$ cat config.mk
export PLATFORM = sky130hd
export DESIGN_NAME = first_substring_match_unit
export DESIGN_NICKNAME = d
export VERILOG_FILES = /design/src/rtl/fsm_pkg.sv /design/src/rtl/fsm_fifo.sv /design/src/rtl/fsm_front.sv /design/src/rtl/fsm_core.sv /design/src/rtl/first_substring_match_unit.sv
export SDC_FILE = /design/constraint.sdc
export NUM_CORES = 1
export LEC_CHECK = 0
export ABC_CLOCK_PERIOD_IN_PS = 12920
export BUFFER_PORTS_ARGS = -buffer_cell sky130_fd_sc_hd__buf_2
export CAP_MARGIN = 20
export CORE_MARGIN = 2
export CORE_UTILIZATION = 40
export DETAILED_ROUTE_END_ITERATION = 8
export PLACE_DENSITY_LB_ADDON = 0.3
export SKIP_LAST_GASP = 1
export SLEW_MARGIN = 20
export SYNTH_ARGS = -nofsm -noshare
export SYNTH_HDL_FRONTEND = slang
export SYNTH_HIERARCHICAL = 1
export SYNTH_SLANG_ARGS = --single-unit
$ cat constraint.sdc
create_clock -name i_clk -period 12.92 [get_ports i_clk]
set_input_delay 1.938 -clock i_clk [delete_from_list [all_inputs] [get_ports i_clk]]
set_output_delay 1.938 -clock i_clk [all_outputs]
set_load 0.01 [all_outputs]
$ cat src/rtl/fsm_pkg.sv
// Shared types, codes and defaults for the first substring match unit.
`timescale 1ns / 1ps

package fsm_pkg;

    // Field widths, fixed by the interface
    localparam int ACTION_W = 2;
    localparam int CHAR_W   = 8;
    localparam int INDEX_W  = 12;
    localparam int ERR_W    = 2;

    // Parameter defaults
    localparam int MAX_PATTERN_DEF = 16;
    localparam int MAX_TEXT_DEF    = 4096;

    // Depth of the queues either side of the search core
    localparam int QUEUE_DEPTH = 2;

    // Action codes
    localparam logic [ACTION_W-1:0] ACT_PAT_BYTE  = 2'd0;
    localparam logic [ACTION_W-1:0] ACT_PAT_END   = 2'd1;
    localparam logic [ACTION_W-1:0] ACT_TEXT_BYTE = 2'd2;
    localparam logic [ACTION_W-1:0] ACT_TEXT_END  = 2'd3;

    // Error codes
    localparam logic [ERR_W-1:0] ERR_NONE      = 2'd0;
    localparam logic [ERR_W-1:0] ERR_PAT_LONG  = 2'd1;
    localparam logic [ERR_W-1:0] ERR_TEXT_LONG = 2'd2;

    // Classified input transaction, one flag per action
    typedef struct packed {
        logic              is_pat;
        logic              is_pat_end;
        logic              is_text;
        logic              is_text_end;
        logic [CHAR_W-1:0] ch;
    } t_item;

    // Result transaction
    typedef struct packed {
        logic               found;
        logic [INDEX_W-1:0] index;
        logic [ERR_W-1:0]   err;
    } t_result;

    localparam int ITEM_W   = $bits(t_item);
    localparam int RESULT_W = $bits(t_result);

endpackage

$ cat src/rtl/fsm_fifo.sv
// Small first-in first-out queue built from registers.
`timescale 1ns / 1ps

module fsm_fifo #(
    parameter int WIDTH = 8,
    parameter int DEPTH = 2
) (
    input  logic             i_clk,
    input  logic             i_rst_n,
    input  logic             i_push,
    input  logic [WIDTH-1:0] i_data,
    output logic             o_full,
    input  logic             i_pop,
    output logic             o_empty,
    output logic [WIDTH-1:0] o_data
);
    localparam int AW = (DEPTH > 1) ? $clog2(DEPTH) : 1;
    localparam int CW = $clog2(DEPTH + 1);

    logic [WIDTH-1:0] r_mem [DEPTH];
    logic [AW-1:0]    r_wr_ptr, n_wr_ptr;
    logic [AW-1:0]    r_rd_ptr, n_rd_ptr;
    logic [CW-1:0]    r_count, n_count;
    logic             w_push, w_pop;

    assign o_full  = (r_count == CW'(DEPTH));
    assign o_empty = (r_count == '0);
    assign o_data  = r_mem[r_rd_ptr];
    assign w_push  = i_push && !o_full;
    assign w_pop   = i_pop && !o_empty;

    // pointer and fill count update
    always_comb begin
        n_wr_ptr = r_wr_ptr;
        n_rd_ptr = r_rd_ptr;
        n_count  = r_count;
        if (w_push) begin
            n_wr_ptr = (r_wr_ptr == AW'(DEPTH - 1)) ? '0 : r_wr_ptr + 1'b1;
        end
        if (w_pop) begin
            n_rd_ptr = (r_rd_ptr == AW'(DEPTH - 1)) ? '0 : r_rd_ptr + 1'b1;
        end
        if (w_push && !w_pop) begin
            n_count = r_count + 1'b1;
        end else if (w_pop && !w_push) begin
            n_count = r_count - 1'b1;
        end
    end

    always_ff @(posedge i_clk) begin
        if (!i_rst_n) begin
            r_wr_ptr <= '0;
            r_rd_ptr <= '0;
            r_count  <= '0;
        end else begin
            r_wr_ptr <= n_wr_ptr;
            r_rd_ptr <= n_rd_ptr;
            r_count  <= n_count;
        end
    end

    // storage, no reset needed
    always_ff @(posedge i_clk) begin
        if (w_push) begin
            r_mem[r_wr_ptr] <= i_data;
        end
    end

endmodule

$ cat src/rtl/fsm_front.sv
// Front end: decodes the action of each input transaction and queues it.
`timescale 1ns / 1ps

module fsm_front (
    input  logic                         i_clk,
    input  logic                         i_rst_n,
    input  logic                         i_push,
    output logic                         o_full,
    input  logic [fsm_pkg::ACTION_W-1:0] i_action,
    input  logic [fsm_pkg::CHAR_W-1:0]   i_char_value,
    output logic                         o_valid,
    input  logic                         i_take,
    output fsm_pkg::t_item               o_item
);
    import fsm_pkg::*;

    t_item                w_item;
    logic [ITEM_W-1:0]    w_q_data;
    logic                 w_empty;

    // classify the action into one flag each
    always_comb begin
        w_item             = '0;
        w_item.ch          = i_char_value;
        case (i_action)
            ACT_PAT_BYTE:  w_item.is_pat      = 1'b1;
            ACT_PAT_END:   w_item.is_pat_end  = 1'b1;
            ACT_TEXT_BYTE: w_item.is_text     = 1'b1;
            default:       w_item.is_text_end = 1'b1;
        endcase
    end

    fsm_fifo #(
        .WIDTH (ITEM_W),
        .DEPTH (QUEUE_DEPTH)
    ) u_in_q (
        .i_clk   (i_clk),
        .i_rst_n (i_rst_n),
        .i_push  (i_push),
        .i_data  (w_item),
        .o_full  (o_full),
        .i_pop   (i_take),
        .o_empty (w_empty),
        .o_data  (w_q_data)
    );

    assign o_valid = !w_empty;
    assign o_item  = t_item'(w_q_data);

endmodule

$ cat src/rtl/fsm_core.sv
// Search core: pattern shift store, text window compare and result build.
`timescale 1ns / 1ps

module fsm_core #(
    parameter int MAX_PATTERN = fsm_pkg::MAX_PATTERN_DEF,
    parameter int MAX_TEXT    = fsm_pkg::MAX_TEXT_DEF
) (
    input  logic               i_clk,
    input  logic               i_rst_n,
    input  logic               i_valid,
    input  fsm_pkg::t_item     i_item,
    output logic               o_take,
    output logic               o_res_push,
    output fsm_pkg::t_result   o_res,
    input  logic               i_res_full
);
    import fsm_pkg::*;

    localparam int LEN_W  = $clog2(MAX_PATTERN + 1);
    localparam int CNT_W  = $clog2(MAX_TEXT + 1);
    localparam int MAX_LC = (CNT_W > LEN_W) ? CNT_W : LEN_W;
    localparam int CMP_W  = (MAX_LC > INDEX_W) ? MAX_LC : INDEX_W;

    // Pattern held newest byte first, so that entry k lines up with window entry k
    logic [CHAR_W-1:0]  r_pat [MAX_PATTERN];
    logic [CHAR_W-1:0]  r_win [MAX_PATTERN];
    logic [CHAR_W-1:0]  w_win_nx [MAX_PATTERN];
    logic [LEN_W-1:0]   r_len, n_len;
    logic [CNT_W-1:0]   r_cnt, n_cnt;
    logic               r_match, n_match;
    logic [INDEX_W-1:0] r_idx, n_idx;
    logic [ERR_W-1:0]   r_err, n_err;

    logic [MAX_PATTERN-1:0] w_mask;
    logic [MAX_PATTERN-1:0] w_eq;
    logic [CMP_W-1:0]       w_cnt_ext;
    logic [CMP_W-1:0]       w_len_ext;
    logic [CMP_W-1:0]       w_start;
    logic                   w_pat_room;
    logic                   w_text_room;
    logic                   w_hit;
    logic                   w_found;

    // a text end needs room in the result queue; all else goes straight in
    assign o_take      = i_valid && (!i_item.is_text_end || !i_res_full);
    assign w_pat_room  = (r_len < LEN_W'(MAX_PATTERN));
    assign w_text_room = (r_cnt < CNT_W'(MAX_TEXT));

    // window after this byte, and its compare with the live part of the pattern
    assign w_win_nx[0] = i_item.ch;
    generate
        for (genvar k = 0; k < MAX_PATTERN; k++) begin : g_cmp
            if (k > 0) begin : g_shift
                assign w_win_nx[k] = r_win[k-1];
            end
            assign w_mask[k] = (r_len > LEN_W'(k));
            assign w_eq[k]   = (w_win_nx[k] == r_pat[k]);
        end
    endgenerate

    assign w_cnt_ext = CMP_W'(r_cnt) + 1'b1;
    assign w_len_ext = CMP_W'(r_len);
    assign w_start   = w_cnt_ext - w_len_ext;
    assign w_hit     = (r_len != '0) && (w_cnt_ext >= w_len_ext) && (&(w_eq | ~w_mask));

    // result of a text end
    assign w_found          = (r_err == ERR_NONE) && ((r_len == '0) || r_match);
    assign o_res_push       = o_take && i_item.is_text_end;
    assign o_res.found      = w_found;
    assign o_res.index      = (w_found && (r_len != '0)) ? r_idx : '0;
    assign o_res.err        = r_err;

    // control state update
    always_comb begin
        n_len   = r_len;
        n_cnt   = r_cnt;
        n_match = r_match;
        n_idx   = r_idx;
        n_err   = r_err;
        if (o_take) begin
            if (i_item.is_pat) begin
                if (w_pat_room) begin
                    n_len = r_len + 1'b1;
                end else if (r_err == ERR_NONE) begin
                    n_err = ERR_PAT_LONG;
                end
            end else if (i_item.is_pat_end) begin
                n_cnt   = '0;
                n_match = 1'b0;
                n_idx   = '0;
            end else if (i_item.is_text) begin
                if (w_text_room) begin
                    n_cnt = r_cnt + 1'b1;
                    if (!r_match && w_hit) begin
                        n_match = 1'b1;
                        n_idx   = w_start[INDEX_W-1:0];
                    end
                end else if (r_err == ERR_NONE) begin
                    n_err = ERR_TEXT_LONG;
                end
            end else begin
                // text end: back to the reset state
                n_len   = '0;
                n_cnt   = '0;
                n_match = 1'b0;
                n_idx   = '0;
                n_err   = ERR_NONE;
            end
        end
    end

    always_ff @(posedge i_clk) begin
        if (!i_rst_n) begin
            r_len   <= '0;
            r_cnt   <= '0;
            r_match <= 1'b0;
            r_idx   <= '0;
            r_err   <= ERR_NONE;
        end else begin
            r_len   <= n_len;
            r_cnt   <= n_cnt;
            r_match <= n_match;
            r_idx   <= n_idx;
            r_err   <= n_err;
        end
    end

    // pattern and window shift lines; entries are only read once written
    always_ff @(posedge i_clk) begin
        if (o_take && i_item.is_pat && w_pat_room) begin
            r_pat[0] <= i_item.ch;
            for (int k = 1; k < MAX_PATTERN; k++) begin
                r_pat[k] <= r_pat[k-1];
            end
        end
        if (o_take && i_item.is_text && w_text_room) begin
            for (int k = 0; k < MAX_PATTERN; k++) begin
                r_win[k] <= w_win_nx[k];
            end
        end
    end

endmodule

$ cat src/rtl/first_substring_match_unit.sv
// Top level of the first substring match unit.
//
// Finds the first occurrence of a pattern in a text by a window compare.
// Input channel (push/full): each transaction carries an action and a byte:
// pattern byte, end of pattern, text byte or end of text. Pattern bytes are
// stored (up to MAX_PATTERN), end of pattern clears the text side, text
// bytes (up to MAX_TEXT) shift through a window that is compared in
// parallel with the stored pattern on every byte.
// Result channel (empty/pop): one transaction per end of text with found,
// match_index and error_code; the unit then returns to its reset state.
// Throughput: one input transaction per cycle while no end of text waits for
// result queue room; the window compare in the search core is combinational.
// The result of an end of text reaches the outputs through the input queue, then the result queue.
// When the receiver stalls, results wait in a two-entry result queue; text
// and pattern transactions keep flowing until an end of text meets a full result
// queue; it waits with all behind it, and full rises once the input queue fills.
// Reset (synchronous, active low) empties both queues and clears the
// pattern length, text count, match and error state.
`timescale 1ns / 1ps

module first_substring_match_unit #(
    parameter int MAX_PATTERN = fsm_pkg::MAX_PATTERN_DEF,
    parameter int MAX_TEXT    = fsm_pkg::MAX_TEXT_DEF
) (
    input  logic                         i_clk,
    input  logic                         i_rst_n,
    input  logic                         push,
    output logic                         full,
    input  logic [fsm_pkg::ACTION_W-1:0] i_action,
    input  logic [fsm_pkg::CHAR_W-1:0]   i_char_value,
    output logic                         empty,
    input  logic                         pop,
    output logic                         o_found,
    output logic [fsm_pkg::INDEX_W-1:0]  o_match_index,
    output logic [fsm_pkg::ERR_W-1:0]    o_error_code
);
    import fsm_pkg::*;

    t_item               w_item;
    logic                w_valid;
    logic                w_take;
    logic                w_res_push;
    logic                w_res_full;
    t_result             w_res;
    logic [RESULT_W-1:0] w_res_q;
    t_result             w_res_out;

    fsm_front u_front (
        .i_clk        (i_clk),
        .i_rst_n      (i_rst_n),
        .i_push       (push),
        .o_full       (full),
        .i_action     (i_action),
        .i_char_value (i_char_value),
        .o_valid      (w_valid),
        .i_take       (w_take),
        .o_item       (w_item)
    );

    fsm_core #(
        .MAX_PATTERN (MAX_PATTERN),
        .MAX_TEXT    (MAX_TEXT)
    ) u_core (
        .i_clk      (i_clk),
        .i_rst_n    (i_rst_n),
        .i_valid    (w_valid),
        .i_item     (w_item),
        .o_take     (w_take),
        .o_res_push (w_res_push),
        .o_res      (w_res),
        .i_res_full (w_res_full)
    );

    // result queue towards the receiver
    fsm_fifo #(
        .WIDTH (RESULT_W),
        .DEPTH (QUEUE_DEPTH)
    ) u_res_q (
        .i_clk   (i_clk),
        .i_rst_n (i_rst_n),
        .i_push  (w_res_push),
        .i_data  (w_res),
        .o_full  (w_res_full),
        .i_pop   (pop),
        .o_empty (empty),
        .o_data  (w_res_q)
    );

    assign w_res_out     = t_result'(w_res_q);
    assign o_found       = w_res_out.found;
    assign o_match_index = w_res_out.index;
    assign o_error_code  = w_res_out.err;

endmodule
Word level (Yosys, flattened, before mapping)
Memories as Yosys holds them, arrays and structs flattened. A register that Yosys moved wholly into a read port is not among the register bits.
Cells that the tools add are included.
{"block": "classes", "reduce_logical": 45, "add_sub_neg": 11, "mux": 47, "n_eq_ne": 29, "magnitude_cmp": 19, "bitwise_logic": 3}
{"op": "equality test 8 bit", "count": 16}
{"op": "2-to-1 mux 12 bit", "count": 5}
{"op": "greater-than comparator 5 x 4 -> 1 bit (second input constant)", "count": 8}
{"op": "2-to-1 mux 13 bit", "count": 3}
{"op": "2-to-1 mux 1 bit", "count": 24}
{"op": "2-to-1 mux 2 bit", "count": 11}
{"op": "greater-than comparator 5 x 3 -> 1 bit (second input constant)", "count": 4}
{"op": "2-to-1 mux 5 bit", "count": 4}
{"op": "logical AND 1 bit", "count": 19}
{"op": "NOT 16 bit", "count": 1}
{"op": "OR 16 bit", "count": 1}
{"op": "AND reduction 16 bit", "count": 1}
{"op": "adder 13 x 1 -> 13 bit (second input constant)", "count": 1}
{"op": "greater-or-equal comparator 13 x 5 -> 1 bit", "count": 1}
{"op": "less-than comparator 13 bit (second input constant)", "count": 1}
{"op": "inequality test 3 x 2 -> 1 bit (second input constant)", "count": 4}
{"op": "subtractor 12 x 5 -> 12 bit", "count": 1}
{"op": "greater-than comparator 5 x 1 -> 1 bit (second input constant)", "count": 2}
{"op": "greater-than comparator 5 x 2 -> 1 bit (second input constant)", "count": 2}
{"op": "zero test 1 bit", "count": 10}
{"op": "zero test 2 bit", "count": 4}
{"op": "AND reduction 4 bit", "count": 2}
{"op": "equality test 2 bit (second input constant)", "count": 3}
{"op": "inequality test 2 bit (second input constant)", "count": 3}
{"op": "15 further kinds", "count": 23}
{"block": "word_totals", "ff_bits": 41, "ramBits": 310, "out_inout_bits": 17, "n_memories": 4, "word_cells": 169}
{"memory": "u_core.r_pat", "words": 16, "word_bits": 8, "read_ports": 16, "rd_ports_with_merged_regs": 0, "wr": 16, "line": "fsm_core.sv:25", "text": "logic [CHAR_W-1:0] r_pat [MAX_PATTERN];"}
{"memory": "u_core.r_win", "words": 16, "word_bits": 8, "read_ports": 15, "rd_ports_with_merged_regs": 0, "wr": 16, "line": "fsm_core.sv:26", "text": "logic [CHAR_W-1:0] r_win [MAX_PATTERN];"}
{"memory": "u_res_q.r_mem", "words": 2, "word_bits": 15, "read_ports": 1, "rd_ports_with_merged_regs": 1, "wr": 1, "line": "fsm_fifo.sv:20", "text": "logic [WIDTH-1:0] r_mem [DEPTH];"}
{"memory": "u_front.u_in_q.r_mem", "words": 2, "word_bits": 12, "read_ports": 1, "rd_ports_with_merged_regs": 1, "wr": 1, "line": "fsm_fifo.sv:20"}

Logic depth before layout (Yosys ltp)
Gate-level depths: netlist of run 1.
{"block": "depth", "depth_word": 10, "ltp_mapped": 14, "mapped_depth_nobuf": 11}

Hierarchy
The synthesis of run 1 kept the hierarchy.
{"module": "fsm_core", "area_per_inst_um2": 11290.8, "n_inst": 1, "seq_area_each_um2": 8107.8, "cells_per_inst": 746}
{"module": "fsm_fifo at u_res_q", "area_per_inst_um2": 1316.3, "n_inst": 1, "seq_area_each_um2": 1001.0, "cells_per_inst": 72}
{"module": "fsm_fifo at u_front.u_in_q", "area_per_inst_um2": 1094.8, "n_inst": 1, "seq_area_each_um2": 820.8, "cells_per_inst": 62}
{"module": "fsm_front", "area_per_inst_um2": 30.0, "n_inst": 1, "seq_area_each_um2": 0.0, "cells_per_inst": 5}

Worst setup path after synthesis of run 1
No wires, ideal clock.
{"block": "synth_path", "kind": "register -> register", "from": "register (tool-made name)", "to": "memory u_core.r_win[0][0] (enable)", "arrival_ns": 9.794, "path_stages_with_launch": 6, "t_required_ns": 12.150, "setup_time_ns": 0.770, "path_slack_ns": 2.356, "period_less_slack_ns": 10.564, "cell_sequence": "dfxtp_1 > buf_2 > mux2_2 > nand2_1 > nand2_1 > nor3b_1"}
{"element": "end, declared", "line": "fsm_core.sv:26"}

==> results.cfg, run 1 <==
[routing]
first_pass_iters = 4
wl_mm = 22.85
detail-route-antenna-nets = 0
drc = 0
via_count = 6853
viasPerCell = 4.864
wl_per_cell_um = 16.22
drt_iter0_markers = 505

[timing]
holdWs_ns = 0.4552
max_freq_mhz = 264.8
worst_pin_slew_ns = 1.060
grt_setup_unrepaired = no
slew_violations = 0
max-slew-margin-rel_pct = 29.35
setup_viol = 0
period_share_pct = 29.23
finalHoldViolCount = 0
finalSetupTns_ns = 0
skew_ns = 0.01604
finalCriticalPeriod_ns = 3.776

[synthesis]
synth_fp_nets = 912
yosysSeqAreaShare_pct = 72.31
synth-edff-count = 302
ys.flop_type = edfxtp_1
yosys_warnings = 6
netlist.area_leader.share_pct = 66.04
synth_top_area_cell = edfxtp_1
synth_cell_types = 54
yosys_register_bits = 345
syn_avg_cell_area_um2 = 15.52
syn_area_um2 = 13730
netlist_instances = 885
synth_area_leaders = edfxtp_1, dfxtp_1, xnor2_1
async_reset_ff_share_pct = 0

[power_and_ir_drop]
total_leakage_power_nw = 5.096
p_total_w = 0.003325
ir_worst_vdd_mv = 0.1161
powerDensity_nw_per_um2 = 214.2

[worst_hold_path]
min_path_type = flip-flop to flip-flop
min_to = u_core/r_idx[10]$_SDFFE_PN0P_
hold_depth = 2
hp-start = u_core/r_idx[10]$_SDFFE_PN0P_

[finish]
layout-drive-gt1-share_pct = 13.01
fillers = 2955
multi_input_area_um2 = 3625
final_cells = 1409
post-route-util_pct = 46.05
layout_common_cells = edfxtp_1, xnor2_1, xor2_1, nand2_1, dfxtp_1
diodes = 0
fin_nets = 963
seq_area_um2 = 9930
syn_to_final_growth_pct = 13.02
final_common_cell = edfxtp_1

[clock_network]
cts-resized-gates = 0
root_buffer = clkbuf_16
clkTransAtPathRegs_ns = 0.06
clockBufferDepth = 3
tritoncts = done
htreeDepth = 2
cts_hold_buf = 0
cts.sinks = 345
cts_made_buffers = 36
clock_latency_ns = 0.51
cts_setup_buffers = 0

[grt]
grt_first_pass_wirelength_mm = 36.28
grt_max_degree = 81
antenna_found_initial = 0
grt_pass1_vias = 6916
grt-ovfl-total = 0
track_usage_pct = 12.95

[run]
maxCapViolations = 0

[placed_design]
dp.cells = 1346
port_buffers = 30
dp_hpwl_mm = 15.22
finalWeightedCongestion = 0.7747

[critical_path]
cp.arrival_ns = 1.84
reg2reg_depth = 11
r2r_start = u_core/r_cnt[0]$_SDFFE_PN0P_
r2r-end = u_core/r_match$_SDFFE_PN0P_
path_max_fanout = 15
required_ns = 10.98
rrSetupSlack_ns = 9.54
crit_path_end_kind = output pin
crit_path_start_kind = flip-flop
path_class = flip-flop to output pin

[die]
core_area_um2 = 33700
die_y_um = 189.3
start_util_pct = 40.75
ioPinCount = 31
fp.dieW_um = 189.3
rows = 67
die_area_um2 = 35830

[run_status]
outcome = completed
## critical path, stage by stage (launching register included)
cell and delay [ns]:
dfxtp_1 0.76, mux2_2 0.42, buf_2 0.14
## state kept, by name, summed over array words and instances (netlist names), named ones only
signal / flops
u_core/r_win: 120
u_res_q/r_wr_ptr: 1
u_core/r_match: 1
u_res_q/r_rd_ptr: 1
u_res_q/r_count: 2
u_core/r_idx: 12
u_core/r_err: 2
u_front/u_in_q/r_wr_ptr: 1
u_front/u_in_q/r_rd_ptr: 1
u_front/u_in_q/r_mem: 24
u_core/r_pat: 128
u_core/r_len: 5
u_core/r_cnt: 13
u_res_q/r_mem: 30
u_front/u_in_q/r_count: 2
## cell families after synthesis
logic type               after synthesis  share of synthesized area, %
buffers and inverters                 37                         1.367
flip-flops                           345                         72.31
AO/OA/AOI/OAI                         91                         4.073
AND/OR/NAND/NOR                      209                         8.292
multiplexers                          39                         3.089
adder cells (fa/ha/maj)               13                         1.239
XOR/XNOR                             151                         9.631
## metal layers
metal | up-vias | wire length (um) | track usage [%]
met1 | 3327 | 10480 | 17.08
met2 | 113 | 11000 | 21.70
met3 | 38 | 887 | 2.558
met5 | - | 0 | 0
li1 | 3375 | - | -
met4 | 0 | 481 | 3.965
## area by class of cell
type	instances	area share [%]
multi-input combinational	503	23.36
inverter	14	0.3386
clock buffer	44	6.135
timing repair buffer	36	1.258
sequential	345	63.98
clock inverter	19	1.322
tap	448	3.612
## cells in the mapped netlist, types with 2 or more instances
master and n:
mux2_2 27, buf_2 3, o21a_1 6, nor3_1 7, nand4_1 20, clkbuf_1 13, o21ai_0 36, nor2_1 30
mux2i_1 12, buf_6 5, nand3b_1 2, a22oi_1 3, dfxtp_1 43, and3_1 10, a21oi_1 17, or3_1 4
o2111ai_1 2, edfxtp_1 302, and4_1 3, nor3_2 2, buf_4 2, xor2_1 64, nand3_1 11, nand2_1 46
nor2b_1 13, inv_1 12, xnor2_1 87, a21boi_0 9, and2_1 31, o31ai_1 4, o21ai_1 2, nor4_1 16
a2111oi_0 2, ha_1 12, nor3b_1 2, a21boi_1 2, nand2b_1 5, inv_2 2
## metrics by stage
| step | worst slack [ns] | area [um^2] |
|---|---|---|
| after floorplan | 2.356 | 13730 |
| after global placement | 9.578 | 14360 |
| after detailed placement | 9.563 | 14360 |
| after CTS | 9.083 | 15520 |
| after global routing | 9.044 | 15520 |
| final | 9.144 | 15520 |
## how the worst max path moves through the flow
stage                     cells past startpoint  slack (ns)                      endpoint
after floorplan                               5        2.36  u_core/r_win[0][0]$_DFFE_PP_
after global placement                       11        9.58   u_core/r_match$_SDFFE_PN0P_
after detailed placement                     11        9.56   u_core/r_match$_SDFFE_PN0P_
after CTS                                     2        9.08             o_match_index[11]
after global routing                          2        9.04             o_match_index[11]
final                                         2        9.14             o_match_index[11]
## report_power, final
part	total, W	leakage [nW]	internal (W)	switching [W]
clock	0.00101	0.565	0.000606	0.000401
combinational	0.000588	1.41	0.000220	0.000368
sequential	0.00173	3.13	0.00159	0.000144
No activity file was read; power rests on OpenSTA's default activity.
==> run 2, diff against run 1 <==
- ABC_CLOCK_PERIOD_IN_PS: 12920 -> 3800
- clock period: 12.92 -> 3.8 ns (I/O delays scaled with it)
==> run 2 against run 1 <==
Effect of this change:
- non-clock buffer count rose by 5
- clock skew fell by 0.0014 ns
- clock power rose to 3.1 times the previous value
==> results.cfg, run 2 (synthesis results as in run 1) <==
[run_status]
outcome = completed

[finish]
layout-drive-gt1-share_pct = 13.37
regMostFlops = u_core/r_pat
layout_common_cells = edfxtp_1, xnor2_1, xor2_1, nand2_1, dfxtp_1
diodes = 0
final_common_cell = edfxtp_1
final_cells = 1413
largest_register_ffs = 128
biggestRegsByFlops = u_core/r_pat x128, u_core/r_win x120, u_res_q/r_mem x30
syn_to_final_growth_pct = 13.10
fin_nets = 967
post-route-util_pct = 46.09

[timing]
skew_ns = 0.01463
finalCriticalPeriod_ns = 3.096
period_share_pct = 81.47
setup_viol = 0
worst_pin_slew_ns = 0.9555
slew_violations = 0
max-slew-margin-rel_pct = 35.95
max_freq_mhz = 323.0
grt_setup_unrepaired = no
finalHoldViolCount = 0

[critical_path]
crit_path_end_kind = flip-flop
critical_path.most_common_cell = ha_1
required_ns = 4.20
cp_top_family = simple AND/OR/NAND/NOR gates
path_max_fanout = 13
cpPeakStageDelay_ns = 0.42
path_buf_inv = 1
crit_path_start_kind = flip-flop
cp.arrival_ns = 3.50
crit_chain = ha_1 -> nand3_1 -> xnor2_1 -> ha_1 -> and3_1 -> o21ai_0 -> o211ai_1 -> nor3b_2 -> o2111ai_1 -> and4_1 -> buf_4 -> o21a_1
path_class = flip-flop to flip-flop
slowest_stage = dfxtp_1

[grt]
grt-ovfl-total = 0
gr-usage-met2_pct = 23.36
busiest_layer = met2
grtUsageMet1_pct = 17.00
grt_max_degree = 58
grt_first_pass_wirelength_mm = 37.58
track_usage_pct = 13.34
grt_pass1_vias = 7197
use_met3_pct = 2.391
antenna_found_initial = 0

[routing]
drc = 0
first_pass_iters = 5
wl_per_cell_um = 16.50
wl_mm = 23.31
viasPerCell = 4.926
via_count = 6961
detail-route-antenna-nets = 0
drt_iter0_markers = 526

[clock_network]
clock_latency_ns = 0.51
root_buffer = clkbuf_16
cts.sinks = 345
cts_setup_buffers = 0
clockBufferDepth = 3
tritoncts = done
htreeDepth = 2
clkTransAtPathRegs_ns = 0.06
cts_made_buffers = 35
cts_hold_buf = 0
cts-resized-gates = 0

[power_and_ir_drop]
clockPowerShare_pct = 28.4
power_frac_comb_pct = 19.1
swShare_pct = 28.24
p_switching_w = 0.003159
total_leakage_power_nw = 5.103
powerDensity_nw_per_um2 = 720.2
p_seq_share_pct = 52.5
p_int_w = 0.008026
ir_worst_vdd_mv = 0.3394

[die]
start_util_pct = 40.75
rows = 67
core_area_um2 = 33700
die_y_um = 189.3
fp.dieW_um = 189.3
die_area_um2 = 35830
ioPinCount = 31

[placed_design]
dp.cells = 1351
port_buffers = 30
finalWeightedCongestion = 0.8423
dp_hpwl_mm = 15.63

[worst_hold_path]
min_path_type = primary input to flip-flop

[run]
maxCapViolations = 0
==> run 2: cell types whose count changed in the layout (fill, tap and decap cells not counted), moves of 2 or more <==
cell,delta
buf_12,+4
clkbuf_1,+4
bufinv_16,-3
clkinv_2,+2
nand2_1,-2
nand2_4,+2
==> run 2: worst register-to-register path, stage by stage, from the launching register on <==
cell and delay, ns:
dfxtp_1 0.42, ha_1 0.39, nand3_1 0.15, xnor2_1 0.22
ha_1 0.29, and3_1 0.18, o21ai_0 0.11, o211ai_1 0.23
nor3b_2 0.28, o2111ai_1 0.16, and4_1 0.18, buf_4 0.20
o21a_1 0.19
==> run 2: routing by layer <==
metal,wire [um],vias up
met4,522,0
met5,0,-
met3,1010,47
met2,11520,141
met1,10260,3393
li1,-,3380
==> run 2: worst paths after layout <==
| check | from | cells past startpoint | slack [ns] | endpoint |
|---|---|---|---|---|
| worst min-delay path | i_char_value[0] | 1 | 0.25 | u_front/u_in_q/r_mem[0][0]$_DFFE_PP_ |
| worst min register to register | u_core/r_idx[4]$_SDFFE_PN0P_ | 2 | 0.45 | u_core/r_idx[4]$_SDFFE_PN0P_ |
| worst max register to register | u_core/r_cnt[0]$_SDFFE_PN0P_ | 12 | 0.70 | u_core/r_match$_SDFFE_PN0P_ |
| worst max-delay path | u_core/r_cnt[0]$_SDFFE_PN0P_ | 12 | 0.70 | u_core/r_match$_SDFFE_PN0P_ |
==> run 2: area by class of cell <==
cell class | instances | area (um^2)
clock inverters | 15 | 112.6
fillers | 2983 | 18170
repair buffers | 41 | 282.8
well taps | 448 | 560.5
flip-flops and latches | 345 | 9931
multi-input cells | 503 | 3650
inverters | 14 | 52.55
clock buffers | 47 | 942.2
==> run 2: power groups by stage <==
stage          logic, W  clock network [W]  registers, W
6_report        0.00214            0.00318       0.00587
3_3_place_gp    0.00217                  0       0.00590
5_1_grt         0.00237            0.00343       0.00598
2_1_floorplan   0.00151                  0       0.00588
3_5_place_dp    0.00219                  0       0.00596
4_1_cts         0.00220            0.00327       0.00588
==> run 2: per-stage QoR <==
stage / setup slack (ns) / hold WS (ns) / setup TNS [ns] / total power [W] / instance area [um^2]
after floorplan: -0.5929 / 0.4301 / -71.15 / 0.007389 / 13770
after global placement: 0.8052 / 0.4430 / 0 / 0.008074 / 14480
after detailed placement: 0.7144 / 0.4461 / 0 / 0.008146 / 14480
after CTS: 0.6904 / 0.2322 / 0 / 0.01135 / 15530
after global routing: 0.4422 / 0.2387 / 0 / 0.01178 / 15530
final: 0.7040 / 0.2525 / 0 / 0.01119 / 15530
==> run 3, diff against run 2 <==
- ABC_CLOCK_PERIOD_IN_PS: 3800 -> 3100
- clock period: 3.8 -> 3.1 ns (I/O delays scaled with it)
==> run 3 against run 2 <==
Effect of this change:
- first-iteration DRC count fell by 38%
- design area rose by 1.2%
- setup slack got worse by 0.49 ns
- sequential power rose by 22%
- register-to-register slack got worse by 0.49 ns
- power rose by 25%
- sequential share of layout area fell by 0.73 points
- highest routed layer unchanged
- maximum frequency rose by 7.5%
- via count fell by 1.1%
- clock skew rose by 0.00055 ns
==> results.cfg, run 3 (synthesis results as in run 1) <==
[worst_hold_path]
min_to = u_front/u_in_q/r_mem[0][5]$_DFFE_PP_
hp-start = i_char_value[5]
min_path_type = primary input to flip-flop
hold_depth = 1

[grt]
antenna_found_initial = 0
grt_max_degree = 47
grt_pass1_vias = 7069
grt_first_pass_wirelength_mm = 36.63
track_usage_pct = 13.02
grt-ovfl-total = 0

[placed_design]
dp.cells = 1359
port_buffers = 30
dp_hpwl_mm = 15.58
finalWeightedCongestion = 0.8483

[critical_path]
r2r-end = u_core/r_match$_SDFFE_PN0P_
rrSetupSlack_ns = 0.22
r2r_start = u_core/r_cnt[0]$_SDFFE_PN0P_
reg2reg_depth = 12
cpPeakStageDelay_ns = 0.40
cp.arrival_ns = 3.28
critical_path.most_common_cell = ha_1
crit_path_end_kind = flip-flop
crit_chain = ha_1 -> nand3_1 -> xnor2_1 -> ha_1 -> and3_1 -> o21ai_0 -> o211ai_1 -> nor3b_2 -> o2111ai_1 -> and4_1 -> buf_12 -> o21a_1
slowest_stage = dfxtp_1
crit_path_start_kind = flip-flop
required_ns = 3.50
path_max_fanout = 13
path_class = flip-flop to flip-flop

[die]
ioPinCount = 31
die_area_um2 = 35830
die_y_um = 189.3
rows = 67
core_area_um2 = 33700
fp.dieW_um = 189.3
start_util_pct = 40.75

[timing]
worst_pin_slew_ns = 0.9548
finalCriticalPeriod_ns = 2.881
setup_viol = 0
finalHoldViolCount = 0
max_freq_mhz = 347.1
skew_ns = 0.01517
grt_setup_unrepaired = no
slew_violations = 0
finalSetupTns_ns = 0
max-slew-margin-rel_pct = 36.00
period_share_pct = 92.94

[finish]
syn_to_final_growth_pct = 14.41
diodes = 0
final_common_cell = edfxtp_1
fin_nets = 975
largest_register_ffs = 128
biggestRegsByFlops = u_core/r_pat x128, u_core/r_win x120, u_res_q/r_mem x30
fillers = 2926
layout_common_cells = edfxtp_1, xnor2_1, xor2_1, nand2_1, dfxtp_1
layout-drive-gt1-share_pct = 14.02
regMostFlops = u_core/r_pat
final_cells = 1418

[clock_network]
htreeDepth = 2
tritoncts = done
clkTransAtPathRegs_ns = 0.06
clock_latency_ns = 0.51
cts_made_buffers = 35
cts.sinks = 345
root_buffer = clkbuf_16
clockBufferDepth = 3

[routing]
viasPerCell = 4.854
wl_per_cell_um = 16.18
wl_mm = 22.94
drt_iter0_markers = 324
detail-route-antenna-nets = 0
first_pass_iters = 5
drc = 0
via_count = 6883

[power_and_ir_drop]
ir_worst_vdd_mv = 0.7942
total_leakage_power_nw = 5.177
powerDensity_nw_per_um2 = 893.2

[run_status]
outcome = completed

[run]
maxCapViolations = 0
## run 3: cell count changes in the layout (fill, tap and decap cells not counted), sizes merged
cell      change
clkinvlp      +1
clkinv        -9
buf           +8
bufinv        +4
clkbuf        +1
## run 3: report_power, final
group	switching, W	total [W]	internal, W	leakage [nW]
Clock	0.00163	0.00415	0.00252	0.537
Combinational	0.00161	0.00270	0.00109	1.51
Sequential	0.000600	0.00718	0.00658	3.13
Total	0.00384	0.0140	0.0102	5.18
## run 3: final cells by class
| type | instances | area [um^2] | share of cell area, % |
|---|---|---|---|
| well taps | 448 | 560.5 | 3.568 |
| flip-flops and latches | 345 | 9931 | 63.21 |
| repair buffers | 49 | 392.9 | 2.501 |
| inverters | 14 | 52.55 | 0.3345 |
| multi-input cells | 503 | 3656 | 23.27 |
| clock inverters | 11 | 182.7 | 1.163 |
| clock buffers | 48 | 934.6 | 5.949 |
## run 3: worst max-delay path: cells and delay by family, from the launching register on
kind	cells	cell delay, ns
AOI/OAI and AO/OA	4	0.67
xor gates and xnor gates	1	0.22
adders and majority gates	2	0.54
buffers and inverters	1	0.16
DFF	1	0.40
and+or+nand+nor	4	0.80
## run 3: repair_timing
item | 4_1_cts | 5_1_grt
gates resized for setup | 0 | 1
hold buffers | 0 | 0
buffers inserted | 0 | 0
endpoints found under the setup margin | 0 | 6
## run 3: routing by layer
layer	up-vias	wire [um]	GRT usage, %
met3	33	942	2.428
met1	3349	10150	16.65
met4	0	399	3.608
met2	110	11440	22.70
met5	-	0	0
li1	3391	-	-
## run 3: metrics by stage
step	utilization, %	worst slack, ns	area (um^2)	hold WS, ns	total power (W)
after global placement	43.28	0.2567	14590	0.4402	0.009972
after global routing	46.62	0.00005707	15710	0.1330	0.01473
after floorplan	-	-1.293	13770	0.4301	0.009032
after CTS	46.60	0.1921	15700	0.1259	0.01423
final	46.62	0.2189	15710	0.1491	0.01403
after detailed placement	43.28	0.2188	14590	0.4502	0.01004
## run 3: worst max path at each step
stage / from / endpoint / cells after the start / slack (ns)
3_3_place_gp: flip-flop / u_core/r_idx[10]$_SDFFE_PN0P_ / 8 / 0.26
3_5_place_dp: u_core/r_cnt[0]$_SDFFE_PN0P_ / u_core/r_match$_SDFFE_PN0P_ / 12 / 0.22
6_report: u_core/r_cnt[0]$_SDFFE_PN0P_ / u_core/r_match$_SDFFE_PN0P_ / 12 / 0.22
5_1_grt: flip-flop / u_core/r_idx[10]$_SDFFE_PN0P_ / 9 / 0.00006
4_1_cts: u_core/r_cnt[0]$_SDFFE_PN0P_ / u_core/r_match$_SDFFE_PN0P_ / 12 / 0.19
2_1_floorplan: flip-flop / u_core/r_win[0][0]$_DFFE_PP_ / 5 / -1.29
